===== config.mk =====
export PLATFORM = sky130hd
export DESIGN_NAME = yuyv_to_rgb565_converter
export DESIGN_NICKNAME = d
export VERILOG_FILES = /design/src/design/yuyv_pkg.sv /design/src/design/yuyv_to_rgb565_converter.sv
export VERILOG_INCLUDE_DIRS = /design/src /design/src/design
export SDC_FILE = /design/constraint.sdc
export NUM_CORES = 1
export LEC_CHECK = 0
export BUFFER_PORTS_ARGS = -buffer_cell sky130_fd_sc_hd__clkbuf_2
export CORE_MARGIN = 3
export CORE_UTILIZATION = 50
export DETAILED_ROUTE_END_ITERATION = 12
export GPL_TIMING_DRIVEN = 1
export HOLD_SLACK_MARGIN = 0.06
export PLACE_DENSITY = 0.64
export SYNTH_ARGS = -nofsm -noshare
export SYNTH_HDL_FRONTEND = slang
export SYNTH_SLANG_ARGS = --single-unit

===== constraint.sdc =====
create_clock -name clk_i -period 14.21 [get_ports clk_i]
set_clock_uncertainty 0.1 [all_clocks]
set_input_delay 0.7105 -clock clk_i [delete_from_list [all_inputs] [get_ports clk_i]]
set_output_delay 0.7105 -clock clk_i [all_outputs]
set_load 0.005 [all_outputs]

===== src/design/yuyv_to_rgb565_converter_defines.svh =====
// Assertion macros for the YUYV to RGB565 converter.
`ifndef YUYV_TO_RGB565_CONVERTER_DEFINES_SVH
`define YUYV_TO_RGB565_CONVERTER_DEFINES_SVH

// same-cycle implication, checked out of reset
`define YUYV_ASSERT_IMPL(lbl, ante, cons) \
  lbl: assert property (@(posedge clk_i) disable iff (!rst_ni) (ante) |-> (cons)) \
    else $error("yuyv converter: same-cycle check failed");

// next-cycle implication, checked out of reset
`define YUYV_ASSERT_NEXT(lbl, ante, cons) \
  lbl: assert property (@(posedge clk_i) disable iff (!rst_ni) (ante) |=> (cons)) \
    else $error("yuyv converter: next-cycle check failed");

`endif


===== src/design/yuyv_pkg.sv =====
// Constants, types and color math for the YUYV to RGB565 converter.
`timescale 1ns / 1ps

package yuyv_pkg;

  localparam int MAX_DIM   = 4096;
  localparam int COL_W     = $clog2(MAX_DIM / 2);
  localparam int ROW_W     = $clog2(MAX_DIM);
  localparam int REG_W     = 13;
  localparam int CFG_IDX_W = 2;
  localparam int PIX_W     = 8;
  localparam int RGB_W     = 16;
  localparam int ADDR_W    = 25;
  localparam int CMP_W     = ((ROW_W > REG_W) ? ROW_W : REG_W) + 1;
  localparam int PROD_W    = ((ROW_W + REG_W + 1) > ADDR_W) ? (ROW_W + REG_W + 1) : ADDR_W;
  localparam int CH_W      = 22;
  localparam int CH_BITS   = 18;

  localparam logic [CFG_IDX_W-1:0] CFG_FRAME_WIDTH  = CFG_IDX_W'(0);
  localparam logic [CFG_IDX_W-1:0] CFG_FRAME_HEIGHT = CFG_IDX_W'(1);
  localparam logic [CFG_IDX_W-1:0] CFG_LINE_STRIDE  = CFG_IDX_W'(2);

  localparam logic [REG_W-1:0] WIDTH_RST  = REG_W'(640);
  localparam logic [REG_W-1:0] HEIGHT_RST = REG_W'(480);
  localparam logic [REG_W-1:0] STRIDE_RST = REG_W'(640);

  localparam logic [PIX_W-1:0] LUMA_OFS = PIX_W'(16);

  typedef logic [PIX_W-1:0]        sample_t;
  typedef logic signed [CH_W-1:0]  ch_sum_t;
  typedef logic [CH_BITS-1:0]      ch_t;
  typedef logic [RGB_W-1:0]        rgb565_t;

  localparam ch_sum_t CHROMA_OFS = CH_W'(128);
  localparam ch_sum_t COEF_Y     = CH_W'(1192);
  localparam ch_sum_t COEF_RV    = CH_W'(1634);
  localparam ch_sum_t COEF_GV    = CH_W'(833);
  localparam ch_sum_t COEF_GU    = CH_W'(400);
  localparam ch_sum_t COEF_BU    = CH_W'(2066);
  localparam ch_sum_t CH_MAX     = CH_W'(262143);

  // 1192 * max(Y - 16, 0)
  function automatic ch_sum_t luma_term(sample_t raw);
    sample_t y;
    y = (raw >= LUMA_OFS) ? sample_t'(raw - LUMA_OFS) : '0;
    return $signed(CH_W'(y)) * COEF_Y;
  endfunction

  function automatic ch_sum_t chroma_term(sample_t raw);
    return $signed(CH_W'(raw)) - CHROMA_OFS;
  endfunction

  function automatic ch_t clamp_ch(ch_sum_t x);
    ch_t res;
    if (x < 0) begin
      res = '0;
    end else if (x > CH_MAX) begin
      res = CH_MAX[CH_BITS-1:0];
    end else begin
      res = x[CH_BITS-1:0];
    end
    return res;
  endfunction

  function automatic rgb565_t to_565(ch_sum_t yterm, ch_sum_t rv, ch_sum_t guv, ch_sum_t bu);
    ch_t r;
    ch_t g;
    ch_t b;
    r = clamp_ch(yterm + rv);
    g = clamp_ch(yterm - guv);
    b = clamp_ch(yterm + bu);
    return {r[CH_BITS-1 -: 5], g[CH_BITS-1 -: 6], b[CH_BITS-1 -: 5]};
  endfunction

endpackage


===== src/design/yuyv_to_rgb565_converter.sv =====
// YUYV to RGB565 converter top level: pixel pair conversion and frame addressing.
// Pipeline: an accepted input word goes to the input register, then to the result register.
// Throughput: one pixel pair per cycle unless out_stall_i holds the result; the color math
// and the row * stride multiply each fit between the input and result registers.
// Reset: async active low; clears pipeline valids, column/row counters and sets
// the geometry registers to 640 x 480, stride 640.
`timescale 1ns / 1ps
`include "yuyv_to_rgb565_converter_defines.svh"

module yuyv_to_rgb565_converter (
  input  logic                            clk_i,
  input  logic                            rst_ni,
  // config write channel
  input  logic                            cfg_valid_i,
  output logic                            cfg_ready_o,
  input  logic [yuyv_pkg::CFG_IDX_W-1:0]  cfg_index_i,
  input  logic [yuyv_pkg::REG_W-1:0]      cfg_data_i,
  // input words
  input  logic                            in_valid_i,
  output logic                            in_stall_o,
  input  logic [yuyv_pkg::PIX_W-1:0]      luma_first_i,
  input  logic [yuyv_pkg::PIX_W-1:0]      chroma_blue_i,
  input  logic [yuyv_pkg::PIX_W-1:0]      luma_second_i,
  input  logic [yuyv_pkg::PIX_W-1:0]      chroma_red_i,
  // result words
  output logic                            out_valid_o,
  input  logic                            out_stall_i,
  output logic [yuyv_pkg::RGB_W-1:0]      pixel_first_o,
  output logic [yuyv_pkg::RGB_W-1:0]      pixel_second_o,
  output logic [yuyv_pkg::ADDR_W-1:0]     byte_address_o,
  output logic                            frame_end_o
);

  import yuyv_pkg::*;

  logic [REG_W-1:0] width_q, height_q, stride_q;
  logic [COL_W-1:0] col_q, col_d;
  logic [ROW_W-1:0] row_q, row_d;

  logic             s1_valid_q;
  sample_t          s1_y1_q, s1_u_q, s1_y2_q, s1_v_q;
  logic [COL_W-1:0] s1_col_q;
  logic [ROW_W-1:0] s1_row_q;
  logic             s1_end_q;

  logic             out_valid_q;
  rgb565_t          pix1_q, pix2_q;
  logic [ADDR_W-1:0] addr_q;
  logic             end_q;

  logic             s2_adv, s1_adv, in_acc, cfg_acc;
  logic [CMP_W-1:0] pairs, rows;
  logic             last_col, last_row;

  ch_sum_t          yt1, yt2, u_c, v_c, rv, guv, bu;
  logic [PROD_W-1:0] addr_sum;

  // pipeline flow
  assign s2_adv     = !out_valid_q || !out_stall_i;
  assign s1_adv     = !s1_valid_q || s2_adv;
  assign in_stall_o = !s1_adv;
  assign in_acc     = in_valid_i && s1_adv;
  assign cfg_ready_o = 1'b1;
  assign cfg_acc    = cfg_valid_i && cfg_ready_o;

  // frame geometry, clamped to 1..MAX_DIM/2 pairs and 1..MAX_DIM lines
  always_comb begin
    pairs = CMP_W'(width_q >> 1);
    if (pairs == '0) begin
      pairs = CMP_W'(1);
    end else if (pairs > CMP_W'(MAX_DIM / 2)) begin
      pairs = CMP_W'(MAX_DIM / 2);
    end
    rows = CMP_W'(height_q);
    if (rows == '0) begin
      rows = CMP_W'(1);
    end else if (rows > CMP_W'(MAX_DIM)) begin
      rows = CMP_W'(MAX_DIM);
    end
  end

  // >= so a counter past a shrunken limit still wraps
  assign last_col = CMP_W'(col_q) >= (pairs - CMP_W'(1));
  assign last_row = CMP_W'(row_q) >= (rows - CMP_W'(1));

  always_comb begin
    col_d = col_q;
    row_d = row_q;
    if (in_acc) begin
      if (last_col) begin
        col_d = '0;
        row_d = last_row ? '0 : ROW_W'(row_q + 1'b1);
      end else begin
        col_d = COL_W'(col_q + 1'b1);
      end
    end
  end

  // color math and address from the input register
  always_comb begin
    yt1 = luma_term(s1_y1_q);
    yt2 = luma_term(s1_y2_q);
    u_c = chroma_term(s1_u_q);
    v_c = chroma_term(s1_v_q);
    rv  = COEF_RV * v_c;
    guv = COEF_GV * v_c + COEF_GU * u_c;
    bu  = COEF_BU * u_c;
    addr_sum = PROD_W'(s1_row_q) * PROD_W'(stride_q) + PROD_W'({s1_col_q, 1'b0});
  end

  // control state
  always_ff @(posedge clk_i or negedge rst_ni) begin
    if (!rst_ni) begin
      width_q     <= WIDTH_RST;
      height_q    <= HEIGHT_RST;
      stride_q    <= STRIDE_RST;
      col_q       <= '0;
      row_q       <= '0;
      s1_valid_q  <= 1'b0;
      out_valid_q <= 1'b0;
    end else begin
      if (cfg_acc) begin
        unique case (cfg_index_i)
          CFG_FRAME_WIDTH:  width_q  <= cfg_data_i;
          CFG_FRAME_HEIGHT: height_q <= cfg_data_i;
          CFG_LINE_STRIDE:  stride_q <= cfg_data_i;
          default: ;
        endcase
      end
      col_q <= col_d;
      row_q <= row_d;
      if (s1_adv) begin
        s1_valid_q <= in_valid_i;
      end
      if (s2_adv) begin
        out_valid_q <= s1_valid_q;
      end
    end
  end

  // payload registers
  always_ff @(posedge clk_i) begin
    if (in_acc) begin
      s1_y1_q  <= luma_first_i;
      s1_u_q   <= chroma_blue_i;
      s1_y2_q  <= luma_second_i;
      s1_v_q   <= chroma_red_i;
      s1_col_q <= col_q;
      s1_row_q <= row_q;
      s1_end_q <= last_col && last_row;
    end
    if (s2_adv && s1_valid_q) begin
      pix1_q <= to_565(yt1, rv, guv, bu);
      pix2_q <= to_565(yt2, rv, guv, bu);
      addr_q <= {addr_sum[ADDR_W-2:0], 1'b0};
      end_q  <= s1_end_q;
    end
  end

  assign out_valid_o    = out_valid_q;
  assign pixel_first_o  = pix1_q;
  assign pixel_second_o = pix2_q;
  assign byte_address_o = addr_q;
  assign frame_end_o    = end_q;

  // last word of a frame sends both counters back to the origin
  `YUYV_ASSERT_NEXT(a_frame_wrap, in_acc && last_col && last_row, col_q == '0 && row_q == '0)
  // a full input stage behind a stalled result must hold off new words
  `YUYV_ASSERT_IMPL(a_backpressure, s1_valid_q && out_valid_q && out_stall_i, in_stall_o)
  // a result only appears after the input stage held a word
  `YUYV_ASSERT_IMPL(a_result_source, $rose(out_valid_q), $past(s1_valid_q))

endmodule

==> impl_metrics.prom <==
# TYPE chip_impl_metric gauge
chip_impl_metric{name="cts_num_sinks",unit=""} 176
chip_impl_metric{name="detailedRoute.firstIterationViolations",unit=""} 877
chip_impl_metric{name="start_util",unit="%"} 50.8
chip_impl_info{name="rsz0062_at_grt",value="false"} 1
chip_impl_metric{name="slowest_delay",unit="ps"} 550
chip_impl_metric{name="antenna_found_initial",unit=""} 0
chip_impl_info{name="cpMaxStageDelayCell",value="sky130_fd_sc_hd__fa_1"} 1
chip_impl_metric{name="post_cts.repair.setup_buffers",unit=""} 0
chip_impl_metric{name="setup_tns",unit="ps"} 0
chip_impl_metric{name="achievable-frequency",unit="MHz"} 127
chip_impl_info{name="tritoncts",value="yes"} 1
chip_impl_metric{name="grt_pass1_wl",unit="mm"} 87.4
chip_impl_metric{name="total_of_hold_buffers_inserted_after_clock_tree_synthesis",unit=""} 0
chip_impl_metric{name="std_cell_rows",unit=""} 77
chip_impl_metric{name="grt_pass1_vias",unit=""} 16948
chip_impl_info{name="setup_crit_end_kind",value="register"} 1
chip_impl_metric{name="die-area",unit="sq um"} 47600
chip_impl_metric{name="num_antenna_cells",unit=""} 0
chip_impl_metric{name="overflow",unit=""} 0
chip_impl_metric{name="hpwlAfterDp",unit="mm"} 43.0
chip_impl_metric{name="path_clk_slew",unit="ps"} 80
chip_impl_info{name="status",value="finished clean"} 1
chip_impl_metric{name="critPathArrivalTime",unit="ps"} 7990
chip_impl_metric{name="mappedNetlistArea",unit="sq um"} 22500
chip_impl_metric{name="maximum_number_of_pins_on_one_net_before_global_route_repair",unit=""} 64
chip_impl_metric{name="gpl.final_weighted_congestion",unit=""} 0.912
chip_impl_metric{name="synthCells",unit=""} 2331
chip_impl_metric{name="drc_errors",unit=""} 0
chip_impl_metric{name="worst-slew-pin-transition",unit="ps"} 1050
chip_impl_metric{name="final_layout_size_suffix_gt1_share",unit="%"} 8.87
chip_impl_metric{name="maxcap_viol_count",unit=""} 0
chip_impl_metric{name="worstSkewPairLatency",unit="ps"} 480
chip_impl_info{name="crit_family",value="adder cells"} 1
chip_impl_metric{name="coreArea",unit="sq um"} 44300
chip_impl_metric{name="ys_warn_count",unit=""} 0
chip_impl_metric{name="fillCellCount",unit=""} 4034
chip_impl_metric{name="htreeDepth",unit=""} 4
chip_impl_metric{name="grt_use_total",unit="%"} 23.2
chip_impl_metric{name="postSynthRegisterBits",unit=""} 176
chip_impl_metric{name="die_width",unit="microns"} 218
chip_impl_metric{name="synth.lib_cells_used.distinct",unit=""} 82
chip_impl_metric{name="final-seq-area",unit="sq um"} 4980
chip_impl_metric{name="numCtsBuffers",unit=""} 17
chip_impl_info{name="clk_root_buffer_cell",value="sky130_fd_sc_hd__clkbuf_16"} 1
chip_impl_info{name="ys.flop_type",value="sky130_fd_sc_hd__edfxtp_1"} 1
chip_impl_metric{name="timing.hold.ws",unit="ps"} 289
chip_impl_metric{name="layout.nets",unit=""} 3085
chip_impl_metric{name="route.detailed.wl_per_inst",unit="microns"} 17.3
chip_impl_info{name="crit_top_cell",value="sky130_fd_sc_hd__ha_1"} 1
chip_impl_metric{name="worst_ep_required_time",unit="ps"} 14340
chip_impl_metric{name="routed_wl",unit="mm"} 52.3
chip_impl_metric{name="post_syn_nets",unit=""} 2995
chip_impl_metric{name="worstPathBufferInverterCount",unit=""} 2
chip_impl_metric{name="place.port_buffers",unit=""} 110
chip_impl_info{name="crit_type",value="register to register"} 1
chip_impl_metric{name="area_of_the_multi_input_gates",unit="sq um"} 16000
chip_impl_metric{name="final_period_minus_worst_setup_slack",unit="ps"} 7860
chip_impl_metric{name="final_antenna_net_count",unit=""} 0
chip_impl_metric{name="post_synthesis_async_set_or_reset_flop_share",unit="%"} 35.8
chip_impl_metric{name="floorplan.io_pins",unit=""} 113
chip_impl_metric{name="flow.area_growth_from_synthesis",unit="%"} 7.88
chip_impl_metric{name="num_vias",unit=""} 16671
chip_impl_metric{name="average_cell_area_after_synthesis",unit="sq um"} 9.65
chip_impl_metric{name="maxSlewHeadroom",unit="%"} 29.7
chip_impl_metric{name="average_vias_per_placed_instance",unit=""} 5.51
chip_impl_metric{name="slew_viol_final",unit=""} 0
chip_impl_metric{name="critical_path.max_fanout",unit=""} 7
chip_impl_metric{name="synth-seq-area-share",unit="%"} 22.1
chip_impl_metric{name="die_h",unit="microns"} 218
chip_impl_info{name="worstHoldPathType",value="primary input to asynchronous set/reset pin"} 1
chip_impl_metric{name="report.final.hold_viol_count",unit=""} 0
chip_impl_metric{name="timing.final.crit_share",unit="%"} 55.3
chip_impl_metric{name="synth_enable_flop_cells",unit=""} 113
chip_impl_metric{name="setup_viol",unit=""} 0
chip_impl_info{name="leading_cell_type_in_the_layout_fill_and_taps_excluded",value="sky130_fd_sc_hd__ha_1"} 1
chip_impl_metric{name="cts_repair_resize_count",unit=""} 0
chip_impl_metric{name="cts-root-to-sink-buffers",unit=""} 2
chip_impl_info{name="layout_common_cells",value="sky130_fd_sc_hd__ha_1 (438), sky130_fd_sc_hd__inv_1 (361), sky130_fd_sc_hd__fa_1 (174)"} 1
chip_impl_info{name="cp-start-kind",value="register"} 1
chip_impl_metric{name="detail_route.first_pass.iterations",unit=""} 5
-- stage by stage --
step                util, %  instances  worst slack [ps]  area [sq um]
global placement       53.4       2994              6570         23700
finish                 54.8       3026              6350         24300
global route           54.8       3026              5960         24300
detailed placement     53.4       2994              6410         23700
floorplan                 -       2331              6900         22500
CTS                    54.8       3026              6380         24300
-- cells in the mapped netlist (all sizes together), types with 47 or more instances --
library cell	number	area share [%]
fa	174	15
o21ai	79	1.8
nor2	116	1.9
inv	362	6.0
xnor2	92	3.6
ha	438	24
and2	67	1.9
edfxtp	113	15
a21o	47	1.6
dfrtp	55	6.1
a21oi	106	2.4
nand2	173	2.9
-- area by class of cell --
type / count / area share, %
Timing Repair Buffer: 120 / 2.58
Clock inverter: 11 / 0.490
Sequential cell: 176 / 20.5
Clock buffer: 21 / 1.94
Inverter: 362 / 5.60
Multi-Input combinational cell: 1744 / 65.8
Tap cell: 592 / 3.05
-- sequential cells by signal, indices dropped and copies added (netlist names) --
name / count
pixel_second_o: 16
s1_y2_q: 8
width_q: 12
s1_v_q: 8
byte_address_o: 24
s1_end_q: 1
s1_valid_q: 1
out_valid_o: 1
s1_col_q: 11
col_q: 11
row_q: 12
height_q: 13
pixel_first_o: 16
stride_q: 13
frame_end_o: 1
s1_y1_q: 8
s1_u_q: 8
s1_row_q: 12
-- final timing paths --
path / end / startpoint / slack (ps) / cells past startpoint
max: pixel_second_o[6]$_SDFFCE_PN0P_ / s1_u_q[2]$_DFFE_PP_ / 6350 / 27
min: row_q[10]$_DFFE_PN0P_ / rst_ni / 290 / 2
max reg2reg: pixel_second_o[6]$_SDFFCE_PN0P_ / s1_u_q[2]$_DFFE_PP_ / 6350 / 27
min reg2reg: frame_end_o$_DFFE_PP_ / s1_end_q$_DFFE_PP_ / 340 / 0
max in group asynchronous: width_q[10]$_DFFE_PN0P_ / rst_ni / 13150 / 2
min in group clk_i: s1_y2_q[1]$_DFFE_PP_ / luma_second_i[1] / 310 / 1
-- logic make-up (layout without fill, tap and decap cells) --
kind of cell    Yosys count  in the layout  share of synthesized area (%)
other cells               2              2                         0.0334
mux                      45             45                           2.22
compound gates          386            386                           11.2
buf+inv                 411            514                           6.92
fa+ha+maj               616            616                           40.0
xor+xnor                129            129                           5.08
flops                   176            176                           22.1
simple gates            566            566                           12.3
-- layer usage --
layer / vias up / global-route usage, % / part of all wire [%]
li1: 8139 / - / -
met1: 8155 / 32.4 / 48
met2: 319 / 37.9 / 46
met3: 58 / 3.05 / 4.3
met4: 0 / 6.57 / 2.0
met5: - / 0 / 0
Power is left out: the tool's default activity adds up to more than one toggle a clock period on the data nets, which glitch-free logic cannot reach.
